--- src/sv/vlmr_pkg.sv ---
// shared types and constants for the variable-length message ring
`timescale 1ns / 1ps
`default_nettype none
package vlmr_pkg;

	// defaults and fixed sizes
	localparam int RING_DEPTH_DEF    = 256;
	localparam int WORD_BYTES        = 4;
	localparam int MAX_MESSAGE_WORDS = 32;
	localparam int MAX_BYTES         = MAX_MESSAGE_WORDS * WORD_BYTES;
	localparam int DATA_W            = 32;
	localparam int BYTES_W           = 8;
	localparam int LANES             = DATA_W / 8;

	// result status codes
	typedef enum logic [1:0] {
		ST_OK       = 2'd0,
		ST_EMPTY    = 2'd1,
		ST_NO_ROOM  = 2'd2,
		ST_ZERO_LEN = 2'd3
	} status_t;

	// operation kind decided by the front
	typedef enum logic {
		OP_PUSH = 1'b0,
		OP_READ = 1'b1
	} op_kind_t;

	// one queued operation
	typedef struct packed {
		op_kind_t            kind;
		logic [BYTES_W-1:0]  byte_count;
		logic [DATA_W-1:0]   data_word;
		logic                last_word;
	} op_t;

	// back-end sequencer states
	typedef enum logic [2:0] {
		BK_IDLE    = 3'd0,
		BK_CM_SIZE = 3'd1,
		BK_CM_NEXT = 3'd2,
		BK_RD_SIZE = 3'd3,
		BK_RD_NEXT = 3'd4,
		BK_RD_WORD = 3'd5
	} back_state_t;

endpackage
`default_nettype wire

--- src/sv/vlmr_front.sv ---
// front end: takes input transfers, classifies them and queues them for the back end
`timescale 1ns / 1ps
`default_nettype none
module vlmr_front (
	input  wire logic                          clk,
	input  wire logic                          arst_n,
	input  wire logic                          in_valid,
	output logic                               in_stall,
	input  wire logic                          command,
	input  wire logic [vlmr_pkg::BYTES_W-1:0]  byte_count,
	input  wire logic [vlmr_pkg::DATA_W-1:0]   data_word,
	input  wire logic                          last_word,
	output logic                               op_valid,
	output vlmr_pkg::op_t                      op,
	input  wire logic                          op_pop
);
	import vlmr_pkg::*;

	op_t        ent_q [2];
	logic       wp_q;
	logic       rp_q;
	logic [1:0] cnt_q;
	logic       push;
	op_t        new_op;

	// classify the incoming transfer
	always_comb begin
		new_op.kind       = command ? OP_READ : OP_PUSH;
		new_op.byte_count = byte_count;
		new_op.data_word  = data_word;
		new_op.last_word  = last_word;
	end

	assign in_stall = (cnt_q == 2'd2);
	assign push     = in_valid && !in_stall;
	assign op_valid = (cnt_q != 2'd0);
	assign op       = ent_q[rp_q];

	// queue storage
	always_ff @(posedge clk) begin
		if (push) begin
			ent_q[wp_q] <= new_op;
		end
	end

	// queue pointers and fill count
	always_ff @(posedge clk or negedge arst_n) begin
		if (!arst_n) begin
			wp_q  <= 1'b0;
			rp_q  <= 1'b0;
			cnt_q <= 2'd0;
		end else begin
			if (push) begin
				wp_q <= !wp_q;
			end
			if (op_pop) begin
				rp_q <= !rp_q;
			end
			cnt_q <= cnt_q + {1'b0, push} - {1'b0, op_pop};
		end
	end
endmodule
`default_nettype wire

--- config.mk ---
export PLATFORM = sky130hd
export DESIGN_NAME = vlmr_front
export DESIGN_NICKNAME = d
export VERILOG_FILES = /design/src/sv/vlmr_pkg.sv /design/src/sv/vlmr_front.sv
export SDC_FILE = /design/constraint.sdc
export NUM_CORES = 1
export LEC_CHECK = 0
export BUFFER_PORTS_ARGS = -buffer_cell sky130_fd_sc_hd__buf_2
export CAP_MARGIN = 20
export CORE_AREA = 2 2 97 99
export DETAILED_ROUTE_END_ITERATION = 12
export DIE_AREA = 0 0 99 101
export PLACE_DENSITY = 0.67
export SYNTH_ARGS = -nofsm -noshare
export SYNTH_HDL_FRONTEND = slang
export SYNTH_SLANG_ARGS = --single-unit
--- constraint.sdc ---
create_clock -name clk -period 7.3 [get_ports clk]
set_clock_uncertainty 0.1 [all_clocks]
set_input_delay 0.365 -clock clk [delete_from_list [all_inputs] [get_ports clk]]
set_output_delay 0.365 -clock clk [all_outputs]
set_load 0.01 [all_outputs]
; Yosys cells after proc, flatten, opt, wreduce, memory -nomap -nowiden
; Memory sizes are Yosys's and may differ from the RTL's.
; Cells that the tools add are included.
[word_totals]
mem_count = 1
ram_bits = 84
wordCells = 15
register_bits = 4
out_inout_bits = 44
input_bits = 46
[op_classes]
eq_ne = 1
n_mux = 3
add_sub_neg = 2
reduce_logical = 5
[memory_table]
columns = name, words, word_bits, rd, rd_clocked_by_memory_dff, write_ports, line
row1 = ent_q, 2, 42, 1, 0, 1, vlmr_front.sv:19  ; op_t ent_q [2];
[ops]
columns = operator, count
row1 = $logic_not 1->1, 3
row2 = $mux 1, 3
row3 = $add 2x1->2, 1
row4 = $eq 2x2->1 const B, 1
row5 = $reduce_bool 2->1, 1
row6 = $sub 2x1->2, 1
row7 = $logic_and 1x1->1, 1

; Depth between registers and ports, before layout
; Gate-level depths: netlist of run 1.
[logic_depth]
ltp_word = 5
mapped_depth = 7
depth_no_buf = 7

; Worst setup path after synthesis of run 1
; Ideal clock, no wire load.
[synth_timing]
kind = reg2reg
startpoint = register cnt_q[1]
endpoint = memory ent_q[0][0] (netlist name), enable pin
required_time_ns = 6.759
arrival_ns = 2.356
setup_ns = 0.441
n_path_buf = 0
synth_period_minus_slack_ns = 2.897
path_stages_with_launch = 4
path_slack_ns = 4.403
path_cell_list = dfrtp_1 nand2b_1 nand2_1 nor2_1
[synth_via]
elab_chain_len = 5
[synth_rtl]
columns = item, line
row1 = from (decl), vlmr_front.sv:22  ; logic [1:0] cnt_q;
row2 = from (signal assigned), vlmr_front.sv:59  ; cnt_q <= cnt_q + {1'b0, push} - {1'b0, op_pop};
row3 = $eq 2x2->1, vlmr_front.sv:34  ; assign in_stall = (cnt_q == 2'd2);
row4 = $logic_not 1->1, vlmr_front.sv:35  ; assign push = in_valid && !in_stall;
row5 = $logic_and 1x1->1, vlmr_front.sv:35
row6 = $mux 1, vlmr_front.sv:41  ; if (push) begin
row7 = $mux 1 (not written as such), vlmr_front.sv:42  ; ent_q[wp_q] <= new_op;
row8 = to (decl), vlmr_front.sv:19
; Every way passes these cells.

==> results_dict.tcl, run 1 <==
set metrics [dict create \
    status "completed" \
    rrSetupSlack_ns 5.40 \
    start_kind "flip-flop" \
    ys_seq_area_share_pct 76.52 \
    yosysTopAreaCellShare_pct 73.60 \
    drv_cap 0 \
    postLayoutCoreUtil_pct 46.24 \
    wl_per_cell_um 15.35 \
    overflow 0 \
    clock_sinks 88 \
    grt_max_degree 44 \
    grt_usage_pct 11.51 \
    slew_headroom_pct 31.39 \
    grt_pass1_vias 1767 \
    slew_viol_final 0 \
    cts_tree "built" \
    htree_levels 3 \
    netlist_instances 148 \
    min_period_ns 2.322 \
    hp-class "in2reg" \
    wirelength_mm 5.556 \
    power.leakage_nw 1.673 \
    async_reset_ff_share_pct 4.545 \
    dieArea_um2 9999 \
    power_density_nw_per_um2 385.0 \
    hold_end "ent_q[1][18]" \
    fmax_mhz 430.6 \
    placed_area_um2 3945 \
    final_cell_area_um2 4151 \
    yosysWarnings 0 \
    path_max_fanout 43 \
    synth_edf_count 84 \
    fillers 794 \
    drive_above_1_share_pct 60.56 \
    yosys.area.top_type "edfxtp_1" \
    synth.most_common_cell "edfxtp_1" \
    firstDrtPassIters 4 \
    reg2regPathDepth 2 \
    fin_crit_sh_pct 31.81 \
    worstMarginPinSlew_ns 1.029 \
    finalPower_mw 1.598 \
    hold_slack_ns 0.09994 \
    core_um2 8977 \
    clockRootBuffer "clkbuf_8" \
    die_h_um 101 \
    critPathRequiredTime_ns 6.84 \
    hold_viol_final 0 \
    place.gp.congestion 0.6735 \
    grt_pass1_wl_mm 8.652 \
    drc 0 \
    vdd_drop_max_mv 0.1967 \
    clk_pin_slew_ns 0.09 \
    ys_ff_latch 88 \
    clockBufferDepth 2 \
    rsz0062_at_grt "no" \
    final_antenna_net_count 0 \
    synthesis.area_um2 3427 \
    synth_commonest_cells "edfxtp_1, mux2_4, buf_12, dfrtp_1" \
    cts_resized 0 \
    insertion_delay_ns 0.34 \
    vias 1646 \
    num_antenna_cells 0 \
    crit_type "reg2out" \
    place_inst 345 \
    syn_to_final_growth_pct 21.14 \
    netlist-cell-type-count 15 \
    hpwl_mm 3.552 \
    fin_cells 362 \
    antenna_found_initial 0 \
    worstHoldStart "data_word[17]" \
    layout_setup_ws_ns 4.978 \
    setup_viol 0 \
    critPathCaptureType "output port" \
    rr_startpoint "cnt_q[1]" \
    ioPinCount 90 \
    port_buffers 89 \
    r2r_end "ent_q[1][26]" \
    syn_avg_cell_area_um2 23.16 \
    cts_buffers 9 \
    nets 294 \
    synth_area_leaders "edfxtp_1, mux2_4, dfrtp_1" \
    holdPathStages 1 \
    first_iter_violations 62 \
    cp.arrival_ns 1.86 \
    start_util_pct 38.17 \
    synth_nets 196 \
    rows 35 \
    ys.flop_type "edfxtp_1" \
    pre_cts_ws_ns 5.321 \
    viasPerCell 4.547 \
    fin_tns_setup_ns 0 \
    dieWidth_um 99 \
]
[where the power goes]
| part | internal (mW) | total (mW) | switching [mW] |
|---|---|---|---|
| clock | 0.158 | 0.327 | 0.168 |
| combinational | 0.277 | 0.548 | 0.271 |
| sequential | 0.693 | 0.724 | 0.0305 |
| total | 1.13 | 1.60 | 0.470 |
[critical path, cell delays in order (launching register included)]
cell	delay [ns]
dfrtp_2	0.34
buf_4	0.62
mux2_2	0.41
buf_2	0.14
[registers in the layout (all words and copies together), names as in the netlist]
register	flops
ent_q	84
cnt_q	2
rp_q	1
wp_q	1
[layout make-up]
cell class	instances	area [um^2]	area share (%)
timing repair buffer	92	470.5	11.33
inverter	2	7.507	0.1808
clock inverter	7	72.57	1.748
multi-input combinational	53	714.4	17.21
clock buffer	9	123.9	2.984
tap	111	138.9	3.345
sequential	88	2624	63.20
[what timing repair did]
item / 4_1_cts / 5_1_grt
setup buffers: 0 / 0
endpoints found under the hold margin: 4 / 0
hold buffers: 1 / 0
[worst max-delay path by stage]
stage	startpoint	endpoint	slack, ns
6_report	rp_q	op[0]	4.98
5_1_grt	rp_q	op[0]	4.85
2_1_floorplan	cnt_q[1]	ent_q[0][0]	4.40
3_3_place_gp	rp_q	op[41]	5.33
3_5_place_dp	rp_q	op[0]	5.32
4_1_cts	rp_q	op[0]	4.93
[layout by cell type, fill, tap and decap left out, types with 2 or more instances in the layout]
cell type / Yosys / routed
buf_2: 0 / 89
edfxtp_1: 84 / 84
mux2_4: 39 / 39
clkbuf_8: 0 / 9
mux2_2: 3 / 3
xnor2_1: 3 / 3
clkinv_4: 0 / 3
dfrtp_1: 4 / 3
inv_1: 2 / 2
ha_1: 2 / 2
buf_4: 0 / 2
[logic make-up (layout without fill, tap and decap cells)]
family | after synthesis | count (layout) | share of synthesized area (%)
flops | 88 | 88 | 76.52
mux | 42 | 42 | 18.07
buf+inv | 7 | 110 | 2.884
simple gates | 5 | 5 | 0.7668
xor+xnor | 4 | 4 | 1.022
fa+ha+maj | 2 | 2 | 0.7301
[per-layer routing]
layer	global-route usage, %	vias to the layer above	part of all wire (%)
met2	19.54	73	48
met5	0	-	0
li1	-	770	-
met4	5.058	0	1.9
met3	4.646	11	9.2
met1	12.77	792	41
Note: power is estimated with default switching activity, not from simulation.
==> run 2: changes to the inputs <==
--- a/config.mk
+++ b/config.mk
@@ -5,12 +5,13 @@
 export SDC_FILE = /design/constraint.sdc
 export NUM_CORES = 1
 export LEC_CHECK = 0
+export ABC_AREA = 1
 export BUFFER_PORTS_ARGS = -buffer_cell sky130_fd_sc_hd__buf_2
 export CAP_MARGIN = 20
-export CORE_AREA = 2 2 97 99
+export CORE_AREA = 2 2 96 98
 export DETAILED_ROUTE_END_ITERATION = 12
-export DIE_AREA = 0 0 99 101
-export PLACE_DENSITY = 0.67
+export DIE_AREA = 0 0 98 100
+export PLACE_DENSITY = 0.7
 export SYNTH_ARGS = -nofsm -noshare
 export SYNTH_HDL_FRONTEND = slang
 export SYNTH_SLANG_ARGS = --single-unit
==> constraint.sdc (replaced) <==
create_clock -name clk -period 1.9 [get_ports clk]
set_clock_uncertainty 0.1 [all_clocks]
set_input_delay 0.095 -clock clk [delete_from_list [all_inputs] [get_ports clk]]
set_output_delay 0.095 -clock clk [all_outputs]
set_load 0.01 [all_outputs]
==> run 2 against run 1 <==
  * Clock-buffer cell count grew 1
  * Critical path depth is the same
  * Worst hold slack gained 0.27 ns
  * Sequential cell count is the same
  * Cell count grew 39%
  * Largest cell class unchanged
  * Register-to-register slack lost 5.0 ns
  * Setup slack lost 4.7 ns
  * Highest routed layer unchanged
  * Wire length shrank 0.81%
  * Largest power group unchanged
  * Critical endpoint is now op[41]
==> results_dict.tcl, run 2 <==
set metrics [dict create \
    grt_pass1_wl_mm 9.266 \
    rr_startpoint "cnt_q[0]" \
    async_reset_ff_share_pct 4.545 \
    reg_top3 "ent_q (84), cnt_q (2)" \
    multi_input_area_um2 460.4 \
    first_iter_violations 82 \
    path_max_fanout 52 \
    synth_area_leaders "edfxtp_1, nand2_1, inv_1" \
    firstDrtPassIters 4 \
    yosysWarnings 0 \
    fin_cells 504 \
    die_h_um 100 \
    cts_buffers 9 \
    netlist_instances 247 \
    min_period_ns 1.593 \
    setup_viol 0 \
    slew_viol_final 0 \
    largest_register_ff_count 84 \
    synth.most_common_cell "edfxtp_1" \
    num_antenna_cells 0 \
    postLayoutCoreUtil_pct 51.75 \
    r2r_end "cnt_q[1]" \
    drive_above_1_share_pct 28.24 \
    synthesis.area_um2 3339 \
    crit_type "reg2out" \
    dieWidth_um 98 \
    layout_commonest_cell "buf_2" \
    syn_to_final_growth_pct 37.77 \
    drc 0 \
    hold_viol_final 0 \
    largest_register "ent_q" \
    worstMarginPinSlew_ns 0.2884 \
    insertion_delay_ns 0.33 \
    fillers 779 \
    post_cts_buffers 0 \
    overflow 0 \
    final_cell_mix "buf_2, edfxtp_1, nand2_1" \
    fin_tns_setup_ns 0 \
    dieArea_um2 9800 \
    place_inst 443 \
    final_antenna_net_count 0 \
    cts_tree "built" \
    status "completed" \
    clockRootBuffer "clkbuf_8" \
    hp-class "in2reg" \
    clock_sinks 88 \
    synth_commonest_cells "edfxtp_1, nand2_1, inv_1" \
    viasPerCell 4.244 \
    critPathRequiredTime_ns 1.70 \
    rows 35 \
    clk_pin_slew_ns 0.08 \
    wl_per_cell_um 10.93 \
    netlist-cell-type-count 14 \
    fmax_mhz 627.6 \
    rrSetupSlack_ns 0.40 \
    ys_seq_area_share_pct 78.53 \
    nets 437 \
    finalPower_mw 6.086 \
    start_util_pct 37.57 \
    worstHoldStart "data_word[10]" \
    fin_crit_sh_pct 83.87 \
    synth_nets 295 \
    start_kind "flip-flop" \
    wirelength_mm 5.511 \
    power_density_nw_per_um2 1323 \
    ys_ff_latch 88 \
    grt_pass1_vias 2127 \
    critPathCaptureType "output port" \
    htree_levels 3 \
    hold_end "ent_q[0][11]" \
    holdPathStages 2 \
    clockBufferDepth 2 \
    syn_avg_cell_area_um2 13.52 \
    antenna_found_initial 0 \
    place.gp.congestion 0.6739 \
    synth_edf_count 84 \
    port_buffers 89 \
    yosysTopAreaCellShare_pct 75.53 \
    core_um2 8890 \
    hold_buffers 46 \
    rsz0062_at_grt "no" \
    ioPinCount 90 \
    reg2regPathDepth 9 \
    vias 2139 \
    cts_resized 0 \
    cp.arrival_ns 1.40 \
    slew_headroom_pct 80.77 \
    ys.flop_type "edfxtp_1" \
    grt_usage_pct 12.14 \
    seq_area_um2 2624 \
    grt_max_degree 53 \
    drv_cap 0 \
    hpwl_mm 3.548 \
    vdd_drop_max_mv 0.7773 \
    power.leakage_nw 1.988 \
    yosys.area.top_type "edfxtp_1" \
]
## run 2: cell count changes after synthesis, moves of 2 or more
cell	before	now
nand2_1	1	52
inv_1	2	50
mux2_4	39	0
o21ai_0	0	31
o21ai_1	0	11
buf_12	4	0
buf_6	1	5
mux2_2	3	0
xnor2_1	3	0
clkbuf_1	0	2
nand3_1	0	2
## run 2: area by class of cell
| type | instances | share of cell area [%] |
|---|---|---|
| flip-flops and latches | 88 | 57.03 |
| repair buffers | 140 | 21.32 |
| multi-input cells | 100 | 10.01 |
| inverters | 50 | 4.079 |
| well taps | 111 | 3.019 |
| clock buffers | 10 | 2.774 |
| clock inverters | 5 | 1.768 |
## run 2: power breakdown
part | internal (mW) | total (mW) | leakage [nW] | switching [mW]
clock | 0.736 | 1.33 | 0.103 | 0.591
combinational | 0.780 | 2.00 | 1.06 | 1.22
sequential | 2.64 | 2.76 | 0.828 | 0.113
## run 2: logic make-up (layout without fill, tap and decap cells)
logic type / count (synthesis) / in the layout / synth area share [%]
DFF: 88 / 88 / 78.53
buffers and inverters: 59 / 205 / 7.905
and+or+nand+nor: 55 / 55 / 6.257
AOI/OAI and AO/OA: 42 / 42 / 6.294
adders and majority gates: 2 / 2 / 0.7492
xor gates and xnor gates: 1 / 1 / 0.2623
## run 2: worst max-delay path by stage
stage,startpoint,end,slack (ns)
after floorplan,wp_q,ent_q[0][0],0.009
after detailed placement,cnt_q[0],cnt_q[1],0.39
after CTS,rp_q,op[41],0.30
after global placement,cnt_q[0],cnt_q[1],0.46
final,rp_q,op[41],0.31
after global routing,rp_q,op[41],0.23
## run 2: critical path, cell delays in order (launching register included)
cell and delay (ns):
dfrtp_2 0.44, buf_12 0.18, o21ai_0 0.25, buf_2 0.18
## run 2: per-stage QoR
step / cell area (um^2) / hold WS [ns] / setup WS (ns)
2_1_floorplan: 3347 / -0.3006 / 0.009067
3_3_place_gp: 3931 / -0.1952 / 0.4566
3_5_place_dp: 3931 / -0.1949 / 0.3858
4_1_cts: 4601 / 0.3518 / 0.2982
5_1_grt: 4601 / 0.3572 / 0.2251
6_report: 4601 / 0.3733 / 0.3065
## run 2: metal layers
metal	up-vias	part of all wire, %	track usage (%)
li1	1104	-	-
met1	977	41	13.85
met2	54	53	21.71
met3	4	5.0	2.925
met4	0	0.73	5.449
met5	-	0	0
