==> src/sv/vlmr_pkg.sv <==
// shared types and constants for the variable-length message ring
`timescale 1ns / 1ps
`default_nettype none
package vlmr_pkg;

	// defaults and fixed sizes
	localparam int RING_DEPTH_DEF    = 256;
	localparam int WORD_BYTES        = 4;
	localparam int MAX_MESSAGE_WORDS = 32;
	localparam int MAX_BYTES         = MAX_MESSAGE_WORDS * WORD_BYTES;
	localparam int DATA_W            = 32;
	localparam int BYTES_W           = 8;
	localparam int LANES             = DATA_W / 8;

	// result status codes
	typedef enum logic [1:0] {
		ST_OK       = 2'd0,
		ST_EMPTY    = 2'd1,
		ST_NO_ROOM  = 2'd2,
		ST_ZERO_LEN = 2'd3
	} status_t;

	// operation kind decided by the front
	typedef enum logic {
		OP_PUSH = 1'b0,
		OP_READ = 1'b1
	} op_kind_t;

	// one queued operation
	typedef struct packed {
		op_kind_t            kind;
		logic [BYTES_W-1:0]  byte_count;
		logic [DATA_W-1:0]   data_word;
		logic                last_word;
	} op_t;

	// back-end sequencer states
	typedef enum logic [2:0] {
		BK_IDLE    = 3'd0,
		BK_CM_SIZE = 3'd1,
		BK_CM_NEXT = 3'd2,
		BK_RD_SIZE = 3'd3,
		BK_RD_NEXT = 3'd4,
		BK_RD_WORD = 3'd5
	} back_state_t;

endpackage
`default_nettype wire

==> src/sv/vlmr_back.sv <==
// back end: ring bookkeeping, message commit and message read-out
`timescale 1ns / 1ps
`default_nettype none
module vlmr_back #(
	parameter int RING_DEPTH = vlmr_pkg::RING_DEPTH_DEF
) (
	input  wire logic                              clk,
	input  wire logic                              arst_n,
	input  wire logic                              op_valid,
	input  wire vlmr_pkg::op_t                     op,
	output logic                                   op_pop,
	output logic                                   mem_we,
	output logic [$clog2(RING_DEPTH)-1:0]          mem_waddr,
	output logic [vlmr_pkg::DATA_W-1:0]            mem_wdata,
	output logic [$clog2(RING_DEPTH)-1:0]          mem_raddr,
	input  wire logic [vlmr_pkg::DATA_W-1:0]       mem_rdata,
	output logic                                   out_valid,
	input  wire logic                              out_stall,
	output logic [vlmr_pkg::DATA_W-1:0]            read_word,
	output logic [vlmr_pkg::BYTES_W-1:0]           read_bytes,
	output logic                                   final_word,
	output logic [1:0]                             status,
	output logic                                   ring_empty
);
	import vlmr_pkg::*;

	localparam int AW = $clog2(RING_DEPTH);
	localparam int SW = AW + 8;

	back_state_t        state_q, state_d;
	logic [AW-1:0]      ri_q, ri_d, wi_q, wi_d, cur_q, cur_d, rd_addr_q, rd_addr_d;
	logic [AW-1:0]      next_q, next_d;
	logic [7:0]         cnt_q, cnt_d, obc_q, obc_d, size_q, size_d;
	logic [7:0]         nwords_q, nwords_d, full_q, full_d, idx_q, idx_d;
	logic [3:0]         rem_q, rem_d;
	logic               open_q, open_d, rej_q, rej_d;

	logic               out_valid_q, out_free;
	logic [DATA_W-1:0]  word_q;
	logic [7:0]         bytes_q;
	logic               fin_q, empty_q;
	status_t            status_q;

	logic               emit;
	logic [DATA_W-1:0]  e_word;
	logic [7:0]         e_bytes;
	logic               e_fin, e_empty;
	status_t            e_status;

	// push classification signals
	logic [7:0]         eff_obc, need;
	logic [8:0]         words;
	logic [AW-1:0]      base, eff_cur, commit_next;
	logic [7:0]         eff_cnt;
	logic [SW-1:0]      room_gap;
	logic               room_bad, new_rej, eff_rej;
	logic               is_push, is_read;
	logic [7:0]         rd_full, rd_n;
	logic [3:0]         rd_rem;
	logic               word_last;

	// modular add of a small offset to a ring index
	function automatic logic [AW-1:0] ring_add(input logic [AW-1:0] a, input logic [7:0] k);
		logic [SW-1:0] s;
		s = SW'(a) + SW'(k);
		if (s >= SW'(RING_DEPTH)) begin
			s = s - SW'(RING_DEPTH);
		end
		return s[AW-1:0];
	endfunction

	assign out_free = !out_valid_q || !out_stall;
	assign op_pop   = (state_q == BK_IDLE) && op_valid && out_free;
	assign is_push  = op_pop && (op.kind == OP_PUSH);
	assign is_read  = op_pop && (op.kind == OP_READ);

	// room check and write slot selection for a pushed word
	always_comb begin
		eff_obc  = open_q ? obc_q : op.byte_count;
		need     = 8'(op.byte_count / WORD_BYTES) + 8'd3;
		base     = ring_add(wi_q, 8'd2);
		room_gap = SW'(ri_q) - SW'(wi_q);
		if (ri_q < wi_q) begin
			room_gap = room_gap + SW'(RING_DEPTH);
		end
		if (room_gap == '0) begin
			room_bad = (SW'(need) >= SW'(RING_DEPTH));
		end else begin
			room_bad = (room_gap <= SW'(need));
		end
		new_rej = (op.byte_count == 8'd0) || (int'(op.byte_count) > MAX_BYTES) || room_bad;
		eff_rej = open_q ? rej_q : new_rej;
		eff_cur = open_q ? cur_q : base;
		eff_cnt = open_q ? cnt_q : 8'd0;
		words   = 9'((9'(eff_obc) + 9'(WORD_BYTES - 1)) / WORD_BYTES);
		commit_next = ring_add(wi_q, 8'(obc_q / WORD_BYTES) + 8'd3);
	end

	// read-out length decode from the stored size word
	always_comb begin
		rd_full = 8'(size_q / WORD_BYTES);
		rd_rem  = 4'(size_q % WORD_BYTES);
		rd_n    = rd_full + ((rd_rem != 4'd0) ? 8'd1 : 8'd0);
		if (int'(rd_n) > MAX_MESSAGE_WORDS) begin
			rd_n = 8'(MAX_MESSAGE_WORDS);
		end
		word_last = (idx_q + 8'd1 == nwords_q);
	end

	// next state
	always_comb begin
		state_d = state_q;
		unique case (state_q)
			BK_IDLE: begin
				if (is_push && op.last_word && !eff_rej) begin
					state_d = BK_CM_SIZE;
				end else if (is_read && (ri_q != wi_q)) begin
					state_d = BK_RD_SIZE;
				end
			end
			BK_CM_SIZE: state_d = BK_CM_NEXT;
			BK_CM_NEXT: state_d = BK_IDLE;
			BK_RD_SIZE: state_d = BK_RD_NEXT;
			BK_RD_NEXT: state_d = (rd_n == 8'd0) ? BK_IDLE : BK_RD_WORD;
			BK_RD_WORD: begin
				if (out_free && word_last) begin
					state_d = BK_IDLE;
				end
			end
			default: state_d = BK_IDLE;
		endcase
	end

	// datapath and result generation
	always_comb begin
		ri_d = ri_q; wi_d = wi_q; cur_d = cur_q; cnt_d = cnt_q;
		obc_d = obc_q; open_d = open_q; rej_d = rej_q;
		rd_addr_d = rd_addr_q; size_d = size_q; next_d = next_q;
		nwords_d = nwords_q; full_d = full_q; rem_d = rem_q; idx_d = idx_q;
		mem_we = 1'b0; mem_waddr = wi_q; mem_wdata = '0;
		emit = 1'b0; e_word = '0; e_bytes = '0; e_fin = 1'b1;
		e_status = ST_OK; e_empty = (ri_q == wi_q);
		unique case (state_q)
			BK_IDLE: begin
				rd_addr_d = ri_q;
				if (is_push) begin
					if (!open_q) begin
						obc_d = op.byte_count;
						rej_d = new_rej;
					end
					open_d = 1'b1;
					cur_d  = eff_cur;
					cnt_d  = eff_cnt;
					if (!eff_rej && (9'(eff_cnt) < words)) begin
						mem_we    = 1'b1;
						mem_waddr = eff_cur;
						mem_wdata = op.data_word;
						cur_d     = ring_add(eff_cur, 8'd1);
						cnt_d     = eff_cnt + 8'd1;
					end
					if (op.last_word) begin
						open_d = 1'b0;
						if (eff_rej) begin
							emit     = 1'b1;
							e_status = (eff_obc == 8'd0) ? ST_ZERO_LEN : ST_NO_ROOM;
						end
					end
				end else if (is_read && (ri_q == wi_q)) begin
					emit     = 1'b1;
					e_status = ST_EMPTY;
				end
			end
			BK_CM_SIZE: begin
				mem_we    = 1'b1;
				mem_waddr = wi_q;
				mem_wdata = DATA_W'(obc_q);
			end
			BK_CM_NEXT: begin
				mem_we    = 1'b1;
				mem_waddr = ring_add(wi_q, 8'd1);
				mem_wdata = DATA_W'(commit_next);
				wi_d      = commit_next;
				emit      = 1'b1;
				e_empty   = (ri_q == commit_next);
			end
			BK_RD_SIZE: begin
				size_d    = mem_rdata[7:0];
				rd_addr_d = ring_add(rd_addr_q, 8'd1);
			end
			BK_RD_NEXT: begin
				next_d    = mem_rdata[AW-1:0];
				full_d    = rd_full;
				rem_d     = rd_rem;
				nwords_d  = rd_n;
				idx_d     = 8'd0;
				rd_addr_d = ring_add(rd_addr_q, 8'd1);
				if (rd_n == 8'd0) begin
					ri_d    = mem_rdata[AW-1:0];
					emit    = 1'b1;
					e_bytes = size_q;
					e_empty = (mem_rdata[AW-1:0] == wi_q);
				end
			end
			BK_RD_WORD: begin
				e_word = mem_rdata;
				if ((idx_q == full_q) && (rem_q != 4'd0)) begin
					for (int k = 0; k < LANES; k++) begin
						if (k >= int'(rem_q)) begin
							e_word[k*8 +: 8] = 8'd0;
						end
					end
				end
				e_bytes = size_q;
				e_fin   = word_last;
				e_empty = (next_q == wi_q);
				if (out_free) begin
					emit = 1'b1;
					if (word_last) begin
						ri_d = next_q;
					end else begin
						idx_d     = idx_q + 8'd1;
						rd_addr_d = ring_add(rd_addr_q, 8'd1);
					end
				end
			end
			default: ;
		endcase
	end

	assign mem_raddr = rd_addr_d;

	// control registers
	always_ff @(posedge clk or negedge arst_n) begin
		if (!arst_n) begin
			state_q     <= BK_IDLE;
			ri_q        <= '0;
			wi_q        <= '0;
			cur_q       <= '0;
			cnt_q       <= '0;
			obc_q       <= '0;
			open_q      <= 1'b0;
			rej_q       <= 1'b0;
			out_valid_q <= 1'b0;
		end else begin
			state_q <= state_d;
			ri_q    <= ri_d;
			wi_q    <= wi_d;
			cur_q   <= cur_d;
			cnt_q   <= cnt_d;
			obc_q   <= obc_d;
			open_q  <= open_d;
			rej_q   <= rej_d;
			if (emit) begin
				out_valid_q <= 1'b1;
			end else if (!out_stall) begin
				out_valid_q <= 1'b0;
			end
		end
	end

	// read-out working registers and result register
	always_ff @(posedge clk) begin
		rd_addr_q <= rd_addr_d;
		size_q    <= size_d;
		next_q    <= next_d;
		nwords_q  <= nwords_d;
		full_q    <= full_d;
		rem_q     <= rem_d;
		idx_q     <= idx_d;
		if (emit) begin
			word_q   <= e_word;
			bytes_q  <= e_bytes;
			fin_q    <= e_fin;
			status_q <= e_status;
			empty_q  <= e_empty;
		end
	end

	assign out_valid  = out_valid_q;
	assign read_word  = word_q;
	assign read_bytes = bytes_q;
	assign final_word = fin_q;
	assign status     = status_q;
	assign ring_empty = empty_q;
endmodule
`default_nettype wire

==> config.mk <==
export PLATFORM = sky130hd
export DESIGN_NAME = vlmr_back
export DESIGN_NICKNAME = d
export VERILOG_FILES = /design/src/sv/vlmr_pkg.sv /design/src/sv/vlmr_back.sv
export SDC_FILE = /design/constraint.sdc
export NUM_CORES = 1
export LEC_CHECK = 0
export BUFFER_PORTS_ARGS = -buffer_cell sky130_fd_sc_hd__buf_2
export CORE_MARGIN = 2
export CORE_UTILIZATION = 55
export DETAILED_ROUTE_END_ITERATION = 12
export HOLD_SLACK_MARGIN = 0.05
export PLACE_DENSITY = 0.78
export SKIP_LAST_GASP = 1
export SLEW_MARGIN = 0
export SYNTH_ARGS = -nofsm -noshare
export SYNTH_HDL_FRONTEND = slang
export SYNTH_SLANG_ARGS = --single-unit
==> constraint.sdc <==
create_clock -name clk -period 8.4 [get_ports clk]
set_clock_uncertainty 0.05 [all_clocks]
set_input_delay 0.42 -clock clk [delete_from_list [all_inputs] [get_ports clk]]
set_output_delay 0.42 -clock clk [all_outputs]
set_load 0.005 [all_outputs]
=== Word level (Yosys, flattened, before mapping) ===
Index checks and enable logic that the tools add are counted.
W data, S select, Z words.

* Logic and storage cells: 167
* Register bits after elaboration: 138
* Bits of input ports: 78
* Output and inout bits: 95

* Add/subtract/negate cells: 18
* Muxes and demuxes: 63
* Bitwise logic cells: 1
* Reductions and logical operators: 31
* Eq/ne operators: 19
* Magnitude comparators: 14

{| class="wikitable"
|+ Operators with widths
! cell !! count
|-
| $mux W8 || 24
|-
| $mux W32 || 3
|-
| $pmux W32 S3 || 1
|-
| $pmux W8 S2 || 4
|-
| $ge A9 B9 Y1 const B || 5
|-
| $eq A8 B8 Y1 || 5
|-
| $sub A8 B1 Y8 const B || 5
|-
| $add A8 B1 Y9 const B || 3
|-
| $logic_not A8 Y1 || 3
|-
| $pmux W8 S3 || 1
|-
| $add A8 B2 Y9 const B || 2
|-
| $mux W1 || 17
|-
| $add A8 B1 Y8 const B || 2
|-
| $le A16 B7 Y1 || 1
|-
| $logic_not A16 Y1 || 1
|-
| $mux W16 || 1
|-
| $pmux W3 S5 || 1
|-
| $add A6 B2 Y7 const B || 2
|-
| $mux W3 || 4
|-
| $add A9 B10 Y11 const B || 1
|-
| $logic_and A1 B1 Y1 || 11
|-
| $ne A2 B2 Y1 const B || 5
|-
| $add A8 B7 Y9 || 1
|-
| $sub A8 B8 Y9 || 1
|-
| other kinds (29) || 42
|}

=== Logic depth before layout (Yosys ltp) ===
* Word-level depth: 12
* Mapped depth: 19

=== Worst setup path before layout ===
No wires, ideal clock.

* Path type: reg-to-reg
* From: register size_q[0]
* To: register fin_q (netlist: final_word) (enable)
* Path slack: 2.203 ns
* Required time: 7.844 ns
* Arrival: 5.641 ns
* Clock period less this slack: 6.197 ns
* Stages on the path, launching flop included: 11
* Path through: edfxtp_1 or2_2 ha_1 ha_1 nand2b_1 mux2_2 or3_1 nor3_1 clkbuf_1 nor2_1 o21ai_0

* Cells in the longest elaborated chain, start to end: 8

{| class="wikitable"
|+ RTL lines
! item !! line !! text
|-
| from (decl) || vlmr_back.sv:33 || <nowiki>logic [7:0] cnt_q, cnt_d, obc_q, obc_d, size_q, size_d;</nowiki>
|-
| from (signal assigned) || vlmr_back.sv:264 || <nowiki>size_q <= size_d;</nowiki>
|-
| $reduce_bool A4 Y1 * || vlmr_back.sv:103 || <nowiki>rd_n = rd_full + ((rd_rem != 4'd0) ? 8'd1 : 8'd0);</nowiki>
|-
| $mux W1 * || vlmr_back.sv:103 ||
|-
| $add A6 B1 Y7 * || vlmr_back.sv:103 ||
|-
| $gt A7 B6 Y1 || vlmr_back.sv:104 || <nowiki>if (int'(rd_n) > MAX_MESSAGE_WORDS) begin</nowiki>
|-
| $mux W7 * || vlmr_back.sv:104 ||
|-
| net rd_n[5] || vlmr_back.sv:58 || <nowiki>logic [7:0] rd_full, rd_n;</nowiki>
|-
| $logic_not A8 Y1 * || vlmr_back.sv:197 || <nowiki>if (rd_n == 8'd0) begin</nowiki>
|-
| $mux W1 * || vlmr_back.sv:197 ||
|-
| $pmux W1 S4 * || vlmr_back.sv:143 || <nowiki>unique case (state_q)</nowiki>
|-
| net emit || vlmr_back.sv:44 || <nowiki>logic emit;</nowiki>
|-
| to (signal assigned) || vlmr_back.sv:273 || <nowiki>fin_q <= e_fin;</nowiki>
|-
| to (decl) || vlmr_back.sv:41 || <nowiki>logic fin_q, empty_q;</nowiki>
|}

Mark *: on every way through the listed nets, which the timed path passes. The rest lies on a longest branch.
A chain may end at the register's enable or synchronous reset.

=== Final worst setup path ===
* From: register open_q
* To: output mem_waddr[6]

* Cells in the longest elaborated chain, start to end: 7
* Elaborated cells on any way between the ends: 11

{| class="wikitable"
|+ RTL lines
! item !! line !! text
|-
| from (decl) || vlmr_back.sv:36 || <nowiki>logic open_q, open_d, rej_q, rej_d;</nowiki>
|-
| from (signal assigned) || vlmr_back.sv:251 || <nowiki>open_q <= open_d;</nowiki>
|-
| $mux W8 || n/a ||
|-
| $add A8 B2 Y9 || vlmr_back.sv:95 || <nowiki>words = 9'((9'(eff_obc) + 9'(WORD_BYTES - 1)) / WORD_BYTES);</nowiki>
|-
| $lt A8 B7 Y1 || vlmr_back.sv:154 || <nowiki>if (!eff_rej && (9'(eff_cnt) < words)) begin</nowiki>
|-
| $logic_and A1 B1 Y1 || vlmr_back.sv:154 ||
|-
| $mux W8 * || vlmr_back.sv:154 ||
|-
| $mux W8 * || vlmr_back.sv:146 || <nowiki>if (is_push) begin</nowiki>
|-
| $pmux W8 S2 * || vlmr_back.sv:143 ||
|-
| to (decl) || vlmr_back.sv:13 || <nowiki>output logic [$clog2(RING_DEPTH)-1:0] mem_waddr,</nowiki>
|}

Mark *: on every way between the ends. The rest lies on a longest branch, timed or not.

==> impl_metrics.py <==
metrics = {
    "synthesis": {
        "syn_area_mm2": 0.00871,
        "yosys_warnings": 0,
        "synthTopCellsByCount": "nand2_1, edfxtp_1, and2_1",
        "synth_largest_area_cell": "edfxtp_1",
        "synth_seq_area_share": 0.437,
        "synth_compound_area_frac": 0.145,
        "synth_cell_types": 80,
        "synth_fp_nets": 1037,
        "synthSimpleGateAreaFrac": 0.209,
        "synth_top_family_by_area": "simple AND/OR/NAND/NOR gates",
        "yosys_register_bits": 137,
        "synth_adder_area_share": 0.0664,
        "synth-edff-count": 83,
        "synth_cells": 914,
        "yosys.area_share.xor_xnor": 0.0840,
        "synthArstFlopShare": 0.336,
        "yosysMostFrequentCell": "nand2_1",
        "ys.flop_type": "edfxtp_1",
        "synth_top_area_frac": 0.286,
        "synth_mux_area_frac": 0.0203,
        "synth.avg_cell_area_um2": 9.53,
        "synth_area_leaders": "edfxtp_1, dfrtp_1, ha_1, xnor2_1, and2_1",
    },
    "worst_setup_path": {
        "cp_top_family": "simple AND/OR/NAND/NOR gates",
        "worst-path-max-fanout": 45,
        "critical_path.startpoint_type": "flip-flop",
        "crit_chain": "buf_4 -> nor3_1 -> or2_2 -> nor3_1 -> and2_0 -> a21oi_1 -> o21ai_0 -> o21ai_0 -> ha_1 -> a21o_1 -> a221o_1 -> or4_1 -> a22o_2 -> nor3_4 -> mux2i_1 -> o221a_2 -> buf_2",
        "rrSetupSlack_ns": 2.86,
        "timing.rr.start": "open_q",
        "worst_setup_path_end_kind": "primary output",
        "crit_type": "flip-flop to primary output",
        "timing.rr.end": "cnt_q[5]",
        "cp_num_cells": 17,
        "path_buf_inv": 2,
        "crit_arrival_ns": 5.92,
        "slowest_stage": "nor3_4",
        "r2r_cells": 16,
        "worstPathRequired_ns": 7.93,
        "cpPeakStageDelay_ns": 0.93,
    },
    "timing": {
        "min_period_ns": 6.39,
        "fin_setup_tns_ns": 0,
        "fmax_ghz": 0.157,
        "rsz0062_at_grt": "false",
        "whs_ns": 0.147,
        "relSlewSlack": 0.113,
        "drv_slew": 0,
        "min_period_over_period": 0.760,
        "worst_pin_slew_ns": 1.32,
        "hold_viol": 0,
        "setup_viol": 0,
    },
    "placement": {
        "routabilityCongestion": 0.953,
        "port_buffers": 172,
        "hpwlAfterDp_um": 16900,
        "place_inst": 1261,
        "postPlaceCellArea_mm2": 0.00970,
    },
    "clock_tree": {
        "cts.path.max_buffers": 2,
        "insertion_delay_ns": 0.43,
        "ctsHoldBuffers": 0,
        "cts_tree": "yes",
        "h-tree-depth": 4,
        "post_cts_resized": 0,
        "cts_root_buf": "clkbuf_16",
        "numCtsBuffers": 17,
        "cts_setup_buffers": 0,
        "clock_sinks": 137,
        "clk_pin_slew_ns": 0.06,
    },
    "final_layout": {
        "drive_gt1_frac": 0.216,
        "diodes": 0,
        "nNetsFinal": 1187,
        "instances_no_fill": 1293,
        "area_growth_pct": 18.0,
        "fin_area_mm2": 0.0103,
    },
    "grt": {
        "overflow": 0,
        "grt_usage": 0.276,
        "first_global_vias": 6808,
        "antenna_found_initial": 0,
        "grt_first_pass_wirelength_um": 36000,
        "grt_start_max_net_pins": 47,
    },
    "worst_hold_path": {
        "hp-class": "input port to asynchronous set/reset pin",
    },
    "drt": {
        "routed_via_density": 5.78,
        "drt_wl_total_um": 22900,
        "avgRoutedWirePerCell_um": 17.7,
        "via_count": 7480,
        "dr.pass1.iters": 5,
        "drt_iter0_drc": 743,
        "route.detailed.drc": 0,
        "antenna_left": 0,
    },
    "power_and_ir_drop": {
        "power.leakage_nw": 4.50,
        "ir_worst_vdd_mv": 0.228,
        "powerDensity_mw_per_mm2": 385,
    },
    "floorplanning": {
        "die_h_um": 130,
        "die_x_um": 130,
        "die_area_mm2": 0.0169,
        "rows": 46,
        "core-area_mm2": 0.0157,
        "start_util": 0.556,
        "ios": 173,
    },
    "run": {
        "cap_viol_max_count": 0,
    },
    "run_status": {
        "status": "completed",
    },
}
[final cells by class]
class,count,area (um^2)
fill,1270,5380
multi-input combinational,695,4590
sequential,137,3800
timing repair buffer,177,898
clock buffer,20,437
tap,216,270
clock inverter,12,141
inverter,36,135
[through the flow]
stage,util,setup slack (ns),power [mW]
after detailed placement,0.620,2.53,3.19
after global routing,0.656,1.59,4.26
after CTS,0.656,2.07,3.95
final,0.656,2.01,3.96
after global placement,0.620,2.72,3.15
after floorplan,-,2.20,2.59
[state kept, by name (all words and copies together) (netlist names), 2 cells and up]
signal      flops
nwords_q        7
read_word      32
idx_q           8
state_q         3
ri_q            8
rem_q           2
full_q          6
size_q          8
rd_addr_q       8
obc_q           8
status          2
wi_q            8
cur_q           8
read_bytes      8
next_q          8
cnt_q           8
[placed cells by master, fill, tap and decap left out, types with 14 or more instances in the layout]
master       n
ha_1        43
o21ai_0     54
and3_1      20
inv_1       35
nand3_1     35
edfxtp_1    83
buf_2      172
nand2_1     99
and2_1      63
xnor2_1     49
clkbuf_16   17
xor2_1      32
nor2_1      59
nand4_1     14
a21oi_1     43
o22ai_1     16
dfrtp_1     46
[power by group]
part           total (mW)  internal, mW  switching (mW)
Sequential           1.20         0.964           0.239
Clock               0.737         0.440           0.297
Combinational        2.02         0.846            1.17
Total                3.96          2.25            1.71
[cell families after synthesis]
group | after synthesis
AOI/OAI and AO/OA | 196
xor gates and xnor gates | 82
adders and majority gates | 45
buffers and inverters | 82
DFF | 137
muxes | 16
other | 1
and+or+nand+nor | 355
[worst max-delay path by stage]
stage	startpoint	to	slack (ns)
2_1_floorplan	size_q[0]	final_word	2.20
4_1_cts	open_q	mem_waddr[6]	2.07
3_3_place_gp	open_q	mem_waddr[6]	2.72
3_5_place_dp	open_q	mem_waddr[6]	2.53
5_1_grt	open_q	mem_waddr[7]	1.59
6_report	open_q	mem_waddr[6]	2.01
[layer usage]
layer,vias to the layer above,wire [um],track usage
met1,3551,10100,0.384
met2,315,10700,0.431
met5,-,0,0
met3,37,1740,0.0611
met4,0,374,0.0898
li1,3577,-,-
(Power assumes the default switching activity.)
